===== src/hdl/sdx_pkg.sv =====
// shared widths, mode codes and saturation for the spectral divide-by-x core
package sdx_pkg;

    localparam int VAL_W  = 48;
    localparam int ACC_W  = 56;
    localparam int W_W    = 31;
    localparam int FRAC_W = 30;
    localparam int DEN_W  = 7;
    localparam int NUM_W  = 38;
    localparam int AL_W   = 24;
    localparam int AH_W   = VAL_W - AL_W;
    localparam int PART_W = AL_W + W_W;
    localparam int FULL_W = VAL_W + W_W;

    localparam logic [1:0] MODE_CHEB_EVEN = 2'd0;
    localparam logic [1:0] MODE_CHEB_ODD  = 2'd1;
    localparam logic [1:0] MODE_LEG_EVEN  = 2'd2;
    localparam logic [1:0] MODE_LEG_ODD   = 2'd3;

    function automatic logic signed [VAL_W-1:0] sat_val(input logic signed [ACC_W-1:0] v);
        logic signed [ACC_W-1:0] hi_lim;
        logic signed [ACC_W-1:0] lo_lim;
        hi_lim = {{(ACC_W-VAL_W+1){1'b0}}, {(VAL_W-1){1'b1}}};
        lo_lim = ~hi_lim;
        if (v > hi_lim) begin
            return hi_lim[VAL_W-1:0];
        end else if (v < lo_lim) begin
            return lo_lim[VAL_W-1:0];
        end else begin
            return v[VAL_W-1:0];
        end
    endfunction

endpackage


===== src/hdl/sdx_wmul.sv =====
// weight times coefficient with rounding to q31.24, three stages
module sdx_wmul (
    input  logic                             aclk,
    input  logic                             aresetn,
    input  logic                             in_valid,
    input  logic signed [sdx_pkg::VAL_W-1:0] a,
    input  logic [sdx_pkg::W_W-1:0]          w,
    input  logic                             neg,
    output logic                             out_valid,
    output logic signed [sdx_pkg::ACC_W-1:0] prod
);
    import sdx_pkg::*;

    logic [VAL_W-1:0]        ua_reg;
    logic [W_W-1:0]          w_reg;
    logic                    sgn1_reg;
    logic [PART_W-1:0]       hi_reg;
    logic [PART_W-1:0]       lo_reg;
    logic                    sgn2_reg;
    logic signed [ACC_W-1:0] prod_reg;
    logic [2:0]              vld_reg;
    logic [FULL_W-1:0]       full;
    logic [FULL_W-1:0]       rnd;
    logic [ACC_W-1:0]        mag;

    assign full = {hi_reg, {AL_W{1'b0}}} + FULL_W'(lo_reg);
    assign rnd  = full + (FULL_W'(1) << (FRAC_W - 1));
    assign mag  = ACC_W'(rnd[FULL_W-1:FRAC_W]);

    always_ff @(posedge aclk) begin
        if (!aresetn) begin
            vld_reg <= '0;
        end else begin
            vld_reg <= {vld_reg[1:0], in_valid};
        end
        ua_reg   <= a[VAL_W-1] ? VAL_W'(-a) : a;
        w_reg    <= w;
        sgn1_reg <= neg ^ a[VAL_W-1];
        hi_reg   <= PART_W'(ua_reg[VAL_W-1:AL_W]) * PART_W'(w_reg);
        lo_reg   <= PART_W'(ua_reg[AL_W-1:0]) * PART_W'(w_reg);
        sgn2_reg <= sgn1_reg;
        prod_reg <= sgn2_reg ? -$signed(mag) : $signed(mag);
    end

    assign out_valid = vld_reg[2];
    assign prod      = prod_reg;

endmodule


===== config.mk =====
export PLATFORM = sky130hd
export DESIGN_NAME = sdx_wmul
export DESIGN_NICKNAME = d
export VERILOG_FILES = /design/src/hdl/sdx_pkg.sv /design/src/hdl/sdx_wmul.sv
export SDC_FILE = /design/constraint.sdc
export NUM_CORES = 2
export LEC_CHECK = 0
export ABC_CLOCK_PERIOD_IN_PS = 6450
export BUFFER_PORTS_ARGS = -buffer_cell sky130_fd_sc_hd__buf_2
export CAP_MARGIN = 10
export CELL_PAD_IN_SITES_DETAIL_PLACEMENT = 0
export CELL_PAD_IN_SITES_GLOBAL_PLACEMENT = 2
export CORE_ASPECT_RATIO = 0.7
export CORE_MARGIN = 2
export CORE_UTILIZATION = 33
export DETAILED_ROUTE_END_ITERATION = 7
export PLACE_DENSITY = 0.77
export SLEW_MARGIN = 20
export SYNTH_ARGS = -nofsm -noshare
export SYNTH_HDL_FRONTEND = slang
export SYNTH_SLANG_ARGS = --single-unit

===== constraint.sdc =====
create_clock -name aclk -period 6.45 [get_ports aclk]
set_clock_uncertainty 0.05 [all_clocks]
set_input_delay 0.3225 -clock aclk [delete_from_list [all_inputs] [get_ports aclk]]
set_output_delay 0.3225 -clock aclk [all_outputs]
set_load 0.005 [all_outputs]

==> metrics.txt <==
synthesized cell area around 57000 um^2; Post-synth ARST share 0; post-route ant nets 0; Startpoint Class register; met3 routed WL about 11000 um; Vias 42.9k; fmax 141 MHz; min cycle time layout slightly above 7 ns; Final Hold Fails 0; Final setup viols 57; core region area 171000 um^2; Setup WS pre-CTS -0.908 ns; Slowest-stage cell, CP fa_2; TritonCTS Buffers 28; Die H 351 um; Synth top cells by count inv_1 (1431), fa_1 (1271), nand2_1 (853), and2_1 (756), ha_1 (420); routed length on met2 ~70000 um; Yosys cell types 90; Hold Crit Class input port to register; Worst EP required approximately 7 ns; grt total ovfl 0; dominant synthesized flop cell dfxtp_1; Total Routing Usage GR 0.194; crit end category register; Bufs on Longest Clock Path 3; Fin Hold WS 0.0172 ns; routability cong. ~0.87; Chip Width ~500 um; most used cell, CP fa_1; layout cells sized above 1 0.172; Mapped Cells between 6k and 7k; I/O Buffers 139; Max-Cap Viols 0; number of global-route vias before repair 45.3k; worst-skew pair later-pin latency ~0.64 ns; slowest stage delay, CP 0.58 ns; Tightest Pin Transition 0.935 ns; Root Buffer clkbuf_16; DR DRC count 0; CTS clock-pin slew for the worst setup and hold paths 0.08 ns; worst-path maximum fanout 6; Post-DP HPWL 144000 um; Filler cells between 15k and 20k; Via density 4.69; Nets about 8.6k; CTS sink cnt 226; Final WS setup -0.666 ns; post-synth top area share 0.449; Setup TNS -21.17 ns; max-slew violations 0; Layout area overhead 21.9%; status finished, violations left; top sig layer met5; Initial Utilization 0.332; unrepaired setup endpoints after global routing true; max FFs per register 56; global-route wire length before repair 266000 um; synth top area cells fa_1 (45%), inv_1 (9.5%), ha_1 (9.3%), and2_1 (8.3%), dfxtp_1 (8.0%); # rows between 100 and 150; # IOs 140; pin count of the biggest net entering global routing just under 60; post-synth net total 8074; DRT Pass-1 Iters 5; Slew HR 0.373; most numerous cell in the Yosys netlist inv_1; H-tree depth 1; Post-Route WL roughly 170000 um; WL per Instance 18.5 um; critical path class register to register; Synth area leader fa_1; met1 wire length roughly 83000 um; Avg Inst Size Synth 9.00 um^2; Tcrit/Tclk final 1.10; sequential share of the synthesized area 0.0798; Iter 0 DRT Violations 2433; Ys Warns 0; EDFF count, synth 0; TritonCTS clock tree yes; worst path arrival time 7.63 ns; failing checks setup timing; Yosys reg bits 226; antenna violations before repair 24; Die ar. 175000 um^2
## through the flow
step            util  cell area [um^2]  instances
5_1_grt        0.404             69100       9147
4_1_cts        0.398             68100       9114
6_report       0.404             69100       9149
2_1_floorplan      -             57700       6300
3_3_place_gp   0.379             64900       8926
3_5_place_dp   0.379             64900       8926
## worst max-delay path, delay by kind of cell, from the launching register on
family / cells / cell delay, ns
AO/OA/AOI/OAI: 3 / 0.55
adder cells (fa/ha/maj): 8 / 3.64
flip-flops: 1 / 0.36
XOR/XNOR: 1 / 0.15
AND/OR/NAND/NOR: 5 / 0.95
buffers and inverters: 11 / 1.31
## repair_timing
action	4_1_cts	5_1_grt
resized for setup	224	167
hold buffers	90	0
buffers inserted	45	27
endpoints found under the hold margin	79	0
gates cloned	3	5
pin swaps	74	88
endpoints found under the setup margin	61	63
## layout by cell type (no fill, tap or decap), types with 26 or more instances in the layout
cell           count
xor2_1            49
nand2_1          827
inv_1           1401
a21oi_1           78
buf_4            463
ha_1             379
nor2_1            82
inv_2             30
buf_6             51
and2_1           726
buf_12           108
dfxtp_2           30
ha_4              37
a21oi_2           27
fa_1            1247
nand3_1           36
a21o_1            62
buf_2            139
dfxtp_1          178
xnor2_1          136
dlygate4sd3_1     90
nor3_1            26
and2_4            30
o21ai_0           69
clkbuf_16         34
## kinds of logic after synthesis
family | share of synthesized area
AOI/OAI and AO/OA | 0.0596
xor gates and xnor gates | 0.0306
adders and majority gates | 0.541
buffers and inverters | 0.118
DFF | 0.0798
muxes | 0.00108
and+or+nand+nor | 0.170
## cell type report
cell class                      instances  area, um^2  area share
Multi-Input combinational cell       4301       47000       0.680
Timing Repair Buffer                  873        8260       0.119
Inverter                             1431        5370      0.0777
Sequential cell                       226        4630      0.0670
Tap cell                             2257        2820      0.0408
Clock buffer                           32         767      0.0111
Clock inverter                         20         240     0.00347
Antenna cell                            9        22.5    0.000326
## layer usage
metal | GRT usage | up-vias
met3 | 0.0324 | 109
met5 | 0.00569 | -
met1 | 0.295 | 22100
li1 | - | 19800
met4 | 0.0416 | 6
met2 | 0.287 | 895
## final timing paths
path | cells past startpoint | slack [ns] | end | start
worst max-delay path | 28 | -0.67 | lo_reg[40] | w_reg[19]
worst min-delay path | 2 | 0.02 | ua_reg[30] | a[30]
worst max register to register | 28 | -0.67 | lo_reg[40] | w_reg[19]
worst min register to register | 0 | 0.28 | sgn2_reg | sgn1_reg
Power is not shown: default switching activity piles up to over one toggle a cycle in this logic, so the estimate is an artifact.
