### config.mk
export PLATFORM = sky130hd
export DESIGN_NAME = sdx_div
export DESIGN_NICKNAME = d
export VERILOG_FILES = /design/src/hdl/sdx_pkg.sv /design/src/hdl/sdx_div.sv
export SDC_FILE = /design/constraint.sdc
export NUM_CORES = 1
export LEC_CHECK = 0
export BUFFER_PORTS_ARGS = -buffer_cell sky130_fd_sc_hd__buf_2
export CORE_MARGIN = 1.5
export CORE_UTILIZATION = 55
export DETAILED_ROUTE_END_ITERATION = 6
export GPL_ROUTABILITY_DRIVEN = 0
export PLACE_DENSITY = 0.81
export REMOVE_ABC_BUFFERS = 1
export SLEW_MARGIN = 25
export SYNTH_ARGS = -nofsm -noshare
export SYNTH_HDL_FRONTEND = slang
export SYNTH_SLANG_ARGS = --single-unit
### constraint.sdc
create_clock -name aclk -period 3.1 [get_ports aclk]
set_input_delay 0.31 -clock aclk [delete_from_list [all_inputs] [get_ports aclk]]
set_output_delay 0.31 -clock aclk [all_outputs]
set_load 0.005 [all_outputs]
### src/hdl/sdx_pkg.sv
// shared widths, mode codes and saturation for the spectral divide-by-x core
package sdx_pkg;

    localparam int VAL_W  = 48;
    localparam int ACC_W  = 56;
    localparam int W_W    = 31;
    localparam int FRAC_W = 30;
    localparam int DEN_W  = 7;
    localparam int NUM_W  = 38;
    localparam int AL_W   = 24;
    localparam int AH_W   = VAL_W - AL_W;
    localparam int PART_W = AL_W + W_W;
    localparam int FULL_W = VAL_W + W_W;

    localparam logic [1:0] MODE_CHEB_EVEN = 2'd0;
    localparam logic [1:0] MODE_CHEB_ODD  = 2'd1;
    localparam logic [1:0] MODE_LEG_EVEN  = 2'd2;
    localparam logic [1:0] MODE_LEG_ODD   = 2'd3;

    function automatic logic signed [VAL_W-1:0] sat_val(input logic signed [ACC_W-1:0] v);
        logic signed [ACC_W-1:0] hi_lim;
        logic signed [ACC_W-1:0] lo_lim;
        hi_lim = {{(ACC_W-VAL_W+1){1'b0}}, {(VAL_W-1){1'b1}}};
        lo_lim = ~hi_lim;
        if (v > hi_lim) begin
            return hi_lim[VAL_W-1:0];
        end else if (v < lo_lim) begin
            return lo_lim[VAL_W-1:0];
        end else begin
            return v[VAL_W-1:0];
        end
    endfunction

endpackage

### src/hdl/sdx_div.sv
// iterative restoring divider, one quotient bit per cycle
module sdx_div (
    input  logic                      aclk,
    input  logic                      aresetn,
    input  logic                      start,
    input  logic [sdx_pkg::NUM_W-1:0] num,
    input  logic [sdx_pkg::DEN_W-1:0] den,
    output logic                      done,
    output logic [sdx_pkg::NUM_W-1:0] quot
);
    import sdx_pkg::*;

    localparam int CNT_W = $clog2(NUM_W + 1);

    logic [DEN_W-1:0] rem_reg;
    logic [DEN_W-1:0] den_reg;
    logic [NUM_W-1:0] q_reg;
    logic [CNT_W-1:0] cnt_reg;
    logic             busy_reg;
    logic             done_reg;
    logic [DEN_W:0]   trial;
    logic             fits;

    assign trial = {rem_reg, q_reg[NUM_W-1]};
    assign fits  = trial >= {1'b0, den_reg};

    always_ff @(posedge aclk) begin
        if (!aresetn) begin
            busy_reg <= 1'b0;
            done_reg <= 1'b0;
            cnt_reg  <= '0;
        end else begin
            done_reg <= 1'b0;
            if (start) begin
                rem_reg  <= '0;
                q_reg    <= num;
                den_reg  <= den;
                cnt_reg  <= CNT_W'(NUM_W);
                busy_reg <= 1'b1;
            end else if (busy_reg) begin
                if (fits) begin
                    rem_reg <= DEN_W'(trial - {1'b0, den_reg});
                end else begin
                    rem_reg <= trial[DEN_W-1:0];
                end
                q_reg   <= {q_reg[NUM_W-2:0], fits};
                cnt_reg <= cnt_reg - 1'b1;
                if (cnt_reg == CNT_W'(1)) begin
                    busy_reg <= 1'b0;
                    done_reg <= 1'b1;
                end
            end
        end
    end

    assign done = done_reg;
    assign quot = q_reg;

    a_no_restart: assert property (@(posedge aclk) disable iff (!aresetn)
        start |-> !busy_reg) else $error("divider restarted while busy");
    a_done_ends: assert property (@(posedge aclk) disable iff (!aresetn)
        done_reg |-> !busy_reg && $past(busy_reg)) else $error("done without iteration");
    a_cnt_zero: assert property (@(posedge aclk) disable iff (!aresetn)
        !busy_reg && !start |=> !busy_reg) else $error("divider started by itself");

endmodule

==> results of run 1 <==
==> per-stage QoR <==
step                        util  hold WS [ps]  total power, W
after global routing      0.7119         144.9        0.002219
after global placement    0.6668         488.9        0.001320
final                     0.7119         162.5        0.002136
after detailed placement  0.6668         490.0        0.001330
after floorplan                -         408.9        0.001207
after CTS                 0.7119         151.2        0.002148
==> cell type report <==
cell class | count | area [um^2] | area share
tap | 70 | 87.58 | 0.02409
clock inverter | 6 | 102.6 | 0.02822
clock buffer | 10 | 127.6 | 0.03510
sequential | 60 | 1722 | 0.4735
multi-input combinational | 126 | 1086 | 0.2987
inverter | 14 | 52.55 | 0.01445
timing repair buffer | 88 | 457.9 | 0.1259
==> where the power goes <==
part	internal, W	total, W	leakage, nW	switching [W]
logic	0.000165	0.000335	0.804	0.000170
registers	0.000950	0.000980	0.562	0.0000300
clock network	0.000528	0.000820	0.115	0.000292
total	0.00164	0.00214	1.48	0.000493
==> per-layer routing <==
metal	share of wire	global-route usage	up-vias	wire [um]
li1	-	-	964	-
met4	0.011	0.06944	0	63
met1	0.43	0.2766	940	2433
met2	0.50	0.3129	64	2851
met5	0	0	-	0
met3	0.065	0.07407	8	369
==> worst max-delay path: cells and delay by family, from the launching register on <==
family	cells	cell delay, ps
adders and majority gates	2	600
buffers and inverters	1	60
DFF	1	380
AOI/OAI and AO/OA	3	640
and+or+nand+nor	2	280
==> Yosys cell counts, types with 2 or more instances <==
master    number  area, um^2
a211oi_1       2       15.01
a21oi_1        8       40.04
buf_2          6       30.03
clkbuf_1       2       7.510
dfxtp_1        8       160.2
edfxtp_1      52        1562
ha_1           9       112.6
inv_1         14       52.55
mux2_2        38       427.9
nand2_1        3       11.26
nand2b_1       2       12.51
nand3_1        6       30.03
nor2_1         8       30.03
nor2b_1        2       12.51
nor3_1         4       20.02
nor3b_1        2       15.01
o21a_1         6       45.04
o21ai_0        4       20.02
o21ai_1        3       15.01
o22ai_1        2       12.51
xnor2_1        5       43.79
xor2_1         2       17.52
==> path summary, 6_finish.rpt <==
kind | slack [ps] | to | cells past startpoint | from
max | 970 | rem_reg[1] | 8 | quot[37]
min | 160 | den_reg[0] | 1 | den[0]
max reg2reg | 970 | rem_reg[1] | 8 | quot[37]
min reg2reg | 580 | quot[21] | 1 | quot[20]
==> cell families (layout without fill, tap and decap cells) <==
| group | count (synthesis) | in the layout | synth area share |
|---|---|---|---|
| multiplexers | 40 | 40 | 0.1547 |
| buffers and inverters | 23 | 118 | 0.03361 |
| AND/OR/NAND/NOR | 35 | 35 | 0.06377 |
| adder cells (fa/ha/maj) | 10 | 10 | 0.04567 |
| flip-flops | 60 | 60 | 0.5928 |
| XOR/XNOR | 7 | 7 | 0.02111 |
| AO/OA/AOI/OAI | 34 | 34 | 0.08833 |
==> results.yml, run 1 <==
power_and_ir_drop:
  p_leak_nw: 1.481
  ir_worst_vdd_mv: 0.4803
  powerDensity_nw_per_um2: 587.4
clock_tree:
  cts_resized: 0
  cts.htree.levels: 3
  cts.sinks: 60
  cts_tree: "done"
  cts_buffers: 9
  cts_buffer_depth: 2
  post_cts_buffers: 0
  root_buffer: "clkbuf_8"
  cts-hold-fix-buffers: 0
  clk_latency_ps: 320
  cts.reportedPaths.clkPinSlew_ps: 70
critical_path:
  endpoint_kind: "flip-flop"
  crit_path_max_incr_delay_ps: 390
  start_kind: "flip-flop"
  path_max_fanout: 7
  arrival_ps: 2290
  path_class: "reg2reg"
  path_cells: "inv_1 -> ha_1 -> fa_1 -> nand2b_1 -> o2bb2ai_2 -> a31oi_4 -> nor3_1 -> a211oi_1"
  slowest_stage: "fa_1"
  cp.required_ps: 3260
detailed_routing:
  drt-initial-drc-count: 142
  drc: 0
  via_per_inst: 5.283
  via_count: 1976
  drt-total-wl_um: 5717
  drt-pass1-iter-count: 5
  antenna_left: 0
  routedWlPerCell_um: 15.29
timing:
  fin_ws_ps: 966.1
  slew_headroom: 0.6893
  fin_crit_ps: 2134
  worst_slew_pin_slew_ps: 464.4
  fin_tns_setup_ps: 0
  max_freq_mhz: 468.6
  slew_violations: 0
  setup_violations: 0
  final.setup_skew_ps: 6.431
  finalCritPeriodShare: 0.6884
  grt_setup_unrepaired: "false"
  finalHoldViolCount: 0
outcome:
  status: "finished, final reports clean"
synthesis:
  async_flop_share: 0
  yosysWarnings: 0
  synth_ff_type: "edfxtp_1"
  syn_area_um2: 2904
  synth_cell_types: 43
  avgSynthCellArea_um2: 13.89
  netlist_instances: 209
  yosysSeqAreaShare: 0.5928
  ys_seq_elements: 60
  synth_edf_count: 52
global_routing:
  grt_overflow: 0
  antenna_found_initial: 0
  grt_pass1_vias: 1818
  grt_max_degree: 32
  track_usage: 0.2058
  grt_pass1_wl_um: 8583
floorplanning:
  die_area_um2: 5725
  fp.dieW_um: 75.67
  core-area_um2: 5107
  die_y_um: 75.67
  io_pins: 87
  initial_core_util: 0.5686
  row_count: 26
final_layout:
  final_area_um2: 3636
  largest_reg_flops: 38
  fin_nets: 357
  layout_common_cells: "buf_2 (86), edfxtp_1 (52), mux2_2 (38)"
  fill_cells: 367
  final_cell_count_no_fill: 374
  syn2layout_area_growth_pct: 25.20
  antenna_cells: 0
  final_common_cell: "buf_2"
  drive_gt1_frac: 0.4868
placement:
  postPlaceCellArea_um2: 3406
  preCtsSetupSlack_ps: 987.4
  dp_hpwl_um: 4103
  place_inst: 358
  io_buffer_count: 86
flow_run:
  max-cap-violations: 0
hold_path:
  hold_class: "in2reg"
No activity file was read; power rests on OpenSTA's default activity.
==> run 2: changes to the inputs <==
- ABC_AREA: unset -> 1
- CORE_UTILIZATION: 55 -> 52
- PLACE_DENSITY: 0.81 -> 0.77
- clock period: 3.1 -> 2.1 ns (I/O delays scaled with it)
==> results.yml, run 2 <==
outcome:
  status: "finished, final reports clean"
global_routing:
  grt_pass1_wl_um: 10810
  grt_pass1_vias: 2345
  antenna_found_initial: 0
  track_usage: 0.2327
  grt_overflow: 0
  grt_max_degree: 38
critical_path:
  cp.required_ps: 2290
  arrival_ps: 2130
  slowest_stage: "fa_1"
  path_cells: "inv_1 -> ha_1 -> fa_1 -> inv_1 -> nand2_1 -> nand2_1 -> nand2_1 -> nand2_1 -> nand2_2 -> nand3_1 -> nand2_1 -> nor2_1"
  path_class: "reg2reg"
  start_kind: "flip-flop"
  crit_path_max_incr_delay_ps: 410
  cp_common_cell: "nand2_1"
  endpoint_kind: "flip-flop"
  path_max_fanout: 7
clock_tree:
  cts_buffers: 9
  post_cts_buffers: 0
  cts.reportedPaths.clkPinSlew_ps: 60
  cts-hold-fix-buffers: 0
  cts_tree: "done"
  cts.sinks: 60
  clk_latency_ps: 330
  cts_buffer_depth: 2
  root_buffer: "clkbuf_8"
  cts_resized: 0
  cts.htree.levels: 3
timing:
  final.setup_skew_ps: 6.657
  grt_setup_unrepaired: "false"
  slew_violations: 0
  finalCritPeriodShare: 0.9208
  fin_crit_ps: 1934
  setup_violations: 0
  worst_slew_pin_slew_ps: 404.7
  finalHoldViolCount: 0
  fin_tns_setup_ps: 0
  slew_headroom: 0.7292
  max_freq_mhz: 517.2
placement:
  io_buffer_count: 86
  postPlaceCellArea_um2: 3478
  place_inst: 488
  dp_hpwl_um: 4685
power_and_ir_drop:
  p_leak_nw: 1.821
  ir_worst_vdd_mv: 0.4562
  powerDensity_nw_per_um2: 795.3
  p_switching_w: 0.0008094
  p_comb_frac: 0.204
  switching_share: 0.2805
  pwr-share-clk: 0.278
  internal_power_w: 0.002076
  power.share.sequential: 0.519
hold_path:
  hold_class: "in2reg"
synthesis:
  synth_top_cell_by_area: "edfxtp_1"
  yosysSeqAreaShare: 0.5833
  syn_area_um2: 2952
  synth-simple-area-share: 0.2747
  ys_seq_elements: 60
  synth_top_family_by_area: "simple AND/OR/NAND/NOR gates"
  avgSynthCellArea_um2: 8.784
  yosysWarnings: 0
  synth_cell_types: 26
  netlist_instances: 336
  synth_fa_ha_area_frac: 0.04493
  synth_ff_type: "edfxtp_1"
  synth-compound-area-share: 0.03095
  async_flop_share: 0
  synth_top_area_share: 0.5290
  synth.most_common_cell: "nand2_1"
  synth_common_cells: "nand2_1 (155), edfxtp_1 (52), inv_1 (35)"
  synth_edf_count: 52
  synthTopCellsByArea: "edfxtp_1 (53%), nand2_1 (20%), dfxtp_1 (5.4%)"
  synthMuxAreaShare: 0
  synth_xor_area_frac: 0.005935
final_layout:
  layout_common_cells: "nand2_1 (153), buf_2 (86), edfxtp_1 (52)"
  antenna_cells: 0
  drive_gt1_frac: 0.2506
  fin_nets: 485
  final_common_cell: "nand2_1"
  syn2layout_area_growth_pct: 22.93
  largest_reg_flops: 38
  final_cell_count_no_fill: 503
  final_area_um2: 3628
floorplanning:
  row_count: 27
  core-area_um2: 5507
  die_area_um2: 6137
  initial_core_util: 0.5360
  fp.dieW_um: 78.34
  io_pins: 87
  die_y_um: 78.34
flow_run:
  max-cap-violations: 0
detailed_routing:
  drc: 0
  antenna_left: 0
  via_per_inst: 4.865
  routedWlPerCell_um: 12.68
  drt-pass1-iter-count: 4
  drt-total-wl_um: 6378
  drt-initial-drc-count: 144
  via_count: 2447
run 2: cell count changes in the layout (fill, tap and decap cells not counted), moves of 3 or more:
cell,change
xnor2_1,-3
nand2_1,+150
mux2_2,-38
nand3_1,+7
inv_1,+21
bufinv_16,-3
o21a_1,-4
nor2_1,+14
nand4_1,+3
a21oi_1,-3
run 2: path summary, 6_finish.rpt:
path,endpoint,cells past startpoint,slack (ps),startpoint
max,rem_reg[2],12,170,quot[37]
min,den_reg[5],1,60,den[5]
max reg2reg,rem_reg[2],12,170,quot[37]
min reg2reg,cnt_reg[5],2,510,cnt_reg[5]
run 2: final cells by class:
class	instances	area, um^2
flip-flops and latches	60	1722
clock inverters	5	20.02
inverters	37	138.9
well taps	72	90.09
clock buffers	10	127.6
multi-input cells	229	1057
repair buffers	90	473.0
fillers	471	1878
run 2: per-stage QoR:
step           setup slack [ps]    util  power [W]  hold slack (ps)
3_3_place_gp              222.4  0.6317   0.002084            388.0
5_1_grt                   14.67  0.6589   0.003059            33.74
3_5_place_dp              126.3  0.6317   0.002105            388.7
4_1_cts                   114.3  0.6585   0.002907            42.94
2_1_floorplan             229.7       -   0.001879            289.1
6_report                  166.4  0.6589   0.002886            55.25
run 2: power groups by stage:
stage | Clock, W | Sequential, W | Combinational [W]
2_1_floorplan | 0 | 0.00152 | 0.000359
3_3_place_gp | 0 | 0.00152 | 0.000568
3_5_place_dp | 0 | 0.00152 | 0.000586
4_1_cts | 0.000823 | 0.00150 | 0.000587
5_1_grt | 0.000875 | 0.00151 | 0.000674
6_report | 0.000801 | 0.00150 | 0.000587
run 2: layer usage:
| metal | vias up | track usage | wire length, um |
|---|---|---|---|
| met1 | 1119 | 0.2979 | 2777 |
| met5 | - | 0 | 0 |
| met4 | 0 | 0.09286 | 145 |
| met3 | 11 | 0.07558 | 365 |
| met2 | 65 | 0.3670 | 3090 |
| li1 | 1252 | - | - |
run 2: cell families after synthesis:
| kind of cell | Yosys count |
|---|---|
| AO/OA/AOI/OAI | 14 |
| XOR/XNOR | 2 |
| adder cells (fa/ha/maj) | 10 |
| buffers and inverters | 47 |
| flip-flops | 60 |
| AND/OR/NAND/NOR | 203 |
run 2: critical path, delay by kind of cell, from the launching register on:
family,cells,cell delay (ps)
adders and majority gates,2,630
buffers and inverters,2,150
DFF,1,350
and+or+nand+nor,8,670
==> run 3: changes to the inputs <==
- BUFFER_PORTS_ARGS: -buffer_cell sky130_fd_sc_hd__buf_2 -> -buffer_cell sky130_fd_sc_hd__buf_4
==> results.yml, run 3 (synthesis results as in run 2) <==
detailed_routing:
  drt-pass1-iter-count: 5
  via_per_inst: 4.853
  via_count: 2441
  drt-initial-drc-count: 157
  antenna_left: 0
  drt-total-wl_um: 6444
  routedWlPerCell_um: 12.81
  drc: 0
clock_tree:
  cts.sinks: 60
  post_cts_buffers: 0
  cts.htree.levels: 3
  cts.reportedPaths.clkPinSlew_ps: 60
  root_buffer: "clkbuf_8"
  cts_buffer_depth: 2
  cts_tree: "done"
  cts_buffers: 9
  clk_latency_ps: 330
final_layout:
  antenna_cells: 0
  drive_gt1_frac: 0.2575
  layout_common_cells: "nand2_1 (153), buf_4 (89), edfxtp_1 (52)"
  largest_reg_flops: 38
  fin_nets: 484
  final_cell_count_no_fill: 503
  fill_cells: 445
  final_common_cell: "nand2_1"
  syn2layout_area_growth_pct: 31.58
  utilization: 0.7053
timing:
  final.setup_skew_ps: 6.281
  fin_tns_setup_ps: 0
  slew_violations: 0
  finalHoldViolCount: 0
  max_freq_mhz: 533.6
  setup_violations: 0
  worst_slew_pin_slew_ps: 749.8
  grt_setup_unrepaired: "false"
  fin_ws_ps: 225.9
  slew_headroom: 0.4994
  finalCritPeriodShare: 0.8924
  fin_crit_ps: 1874
global_routing:
  antenna_found_initial: 0
  track_usage: 0.2305
  grt_pass1_vias: 2361
  grt_util_met3: 0.05930
  busiest_layer: "met2"
  met1_usage: 0.2893
  grt_pass1_wl_um: 10850
  grt_overflow: 0
  gr-usage-met2: 0.3800
  grt_max_degree: 46
critical_path:
  endpoint_kind: "flip-flop"
  crit_buf_inv: 2
  reg2reg_from: "quot[37]"
  r2r-end: "rem_reg[2]"
  crit_path_end: "rem_reg[2]"
  crit_family: "simple AND/OR/NAND/NOR gates"
  rrSetupSlack_ps: 230
  start_kind: "flip-flop"
  startpoint: "quot[37]"
  path_cells: "inv_1 -> ha_1 -> fa_2 -> inv_1 -> nand2_1 -> nand2_1 -> nand2_1 -> nand2_1 -> nand2_2 -> nand3_1 -> nand2_1 -> nor2_1"
  arrival_ps: 2060
  cp.required_ps: 2290
  path_class: "reg2reg"
  cp_common_cell: "nand2_1"
  slowest_stage: "fa_2"
  r2r_cells: 12
  crit_path_max_incr_delay_ps: 350
  worstSetupPathDepth: 12
  path_max_fanout: 7
floorplanning:
  fp.dieW_um: 78.34
  die_y_um: 78.34
  initial_core_util: 0.5360
  die_area_um2: 6137
  row_count: 27
  io_pins: 87
  core-area_um2: 5507
outcome:
  status: "finished, final reports clean"
placement:
  place_inst: 487
  io_buffer_count: 86
  dp_hpwl_um: 4698
  preCtsSetupSlack_ps: 115.0
hold_path:
  hold_class: "in2reg"
power_and_ir_drop:
  p_leak_nw: 1.913
  finalPower_w: 0.003220
  ir_worst_vdd_mv: 0.5827
  powerDensity_nw_per_um2: 829.0
flow_run:
  max-cap-violations: 0
## run 3: cell count changes in the layout (fill, tap and decap cells not counted), sizes merged
cell / delta
buf: -1
clkbuf: -1
bufinv: +2
## run 3: worst reg2reg max path: cells and delay by family (launching register included)
family                   cells  cell delay (ps)
adder cells (fa/ha/maj)      2              570
buffers and inverters        2              140
flip-flops                   1              340
AND/OR/NAND/NOR              8              680
## run 3: metal layers
layer  wire length (um)  up-vias
li1                   -     1253
met1               2829     1105
met2               3146       69
met3                319       14
met4                148        0
met5                  0        -
## run 3: final cells by class
class	instances	area [um^2]	share of cell area
clock inverters	7	81.33	0.02094
multi-input cells	229	1060	0.2729
repair buffers	89	668.1	0.1720
clock buffers	9	123.9	0.03189
flip-flops and latches	60	1722	0.4433
inverters	37	138.9	0.03576
well taps	72	90.09	0.02320
## run 3: worst min path at each step
stage               startpoint         end  slack [ps]  cells after the start
detailed placement      den[5]  den_reg[5]         390                      1
floorplan                start        done         290                      1
global placement        den[6]  den_reg[6]         390                      1
CTS                     den[5]  den_reg[5]          40                      1
global route            den[2]  den_reg[2]          40                      1
finish                  den[5]  den_reg[5]          60                      1
## run 3: timing repair
item	in CTS	in global routing
setup endpoints to repair	0	7
hold endpoints to repair	0	0
resized for setup	0	2
hold buffers	0	0
## run 3: stage by stage
step           cell area, um^2  hold WS [ps]
6_report                  3884         56.69
5_1_grt                   3884         38.79
4_1_cts                   3879         40.13
3_5_place_dp              3674         389.3
3_3_place_gp              3674         388.8
2_1_floorplan             2913         289.1
## run 3: power breakdown
part           total [W]  internal, W  switching [W]
Combinational   0.000647     0.000288       0.000358
Clock            0.00108     0.000651       0.000424
Sequential       0.00150      0.00144      0.0000606
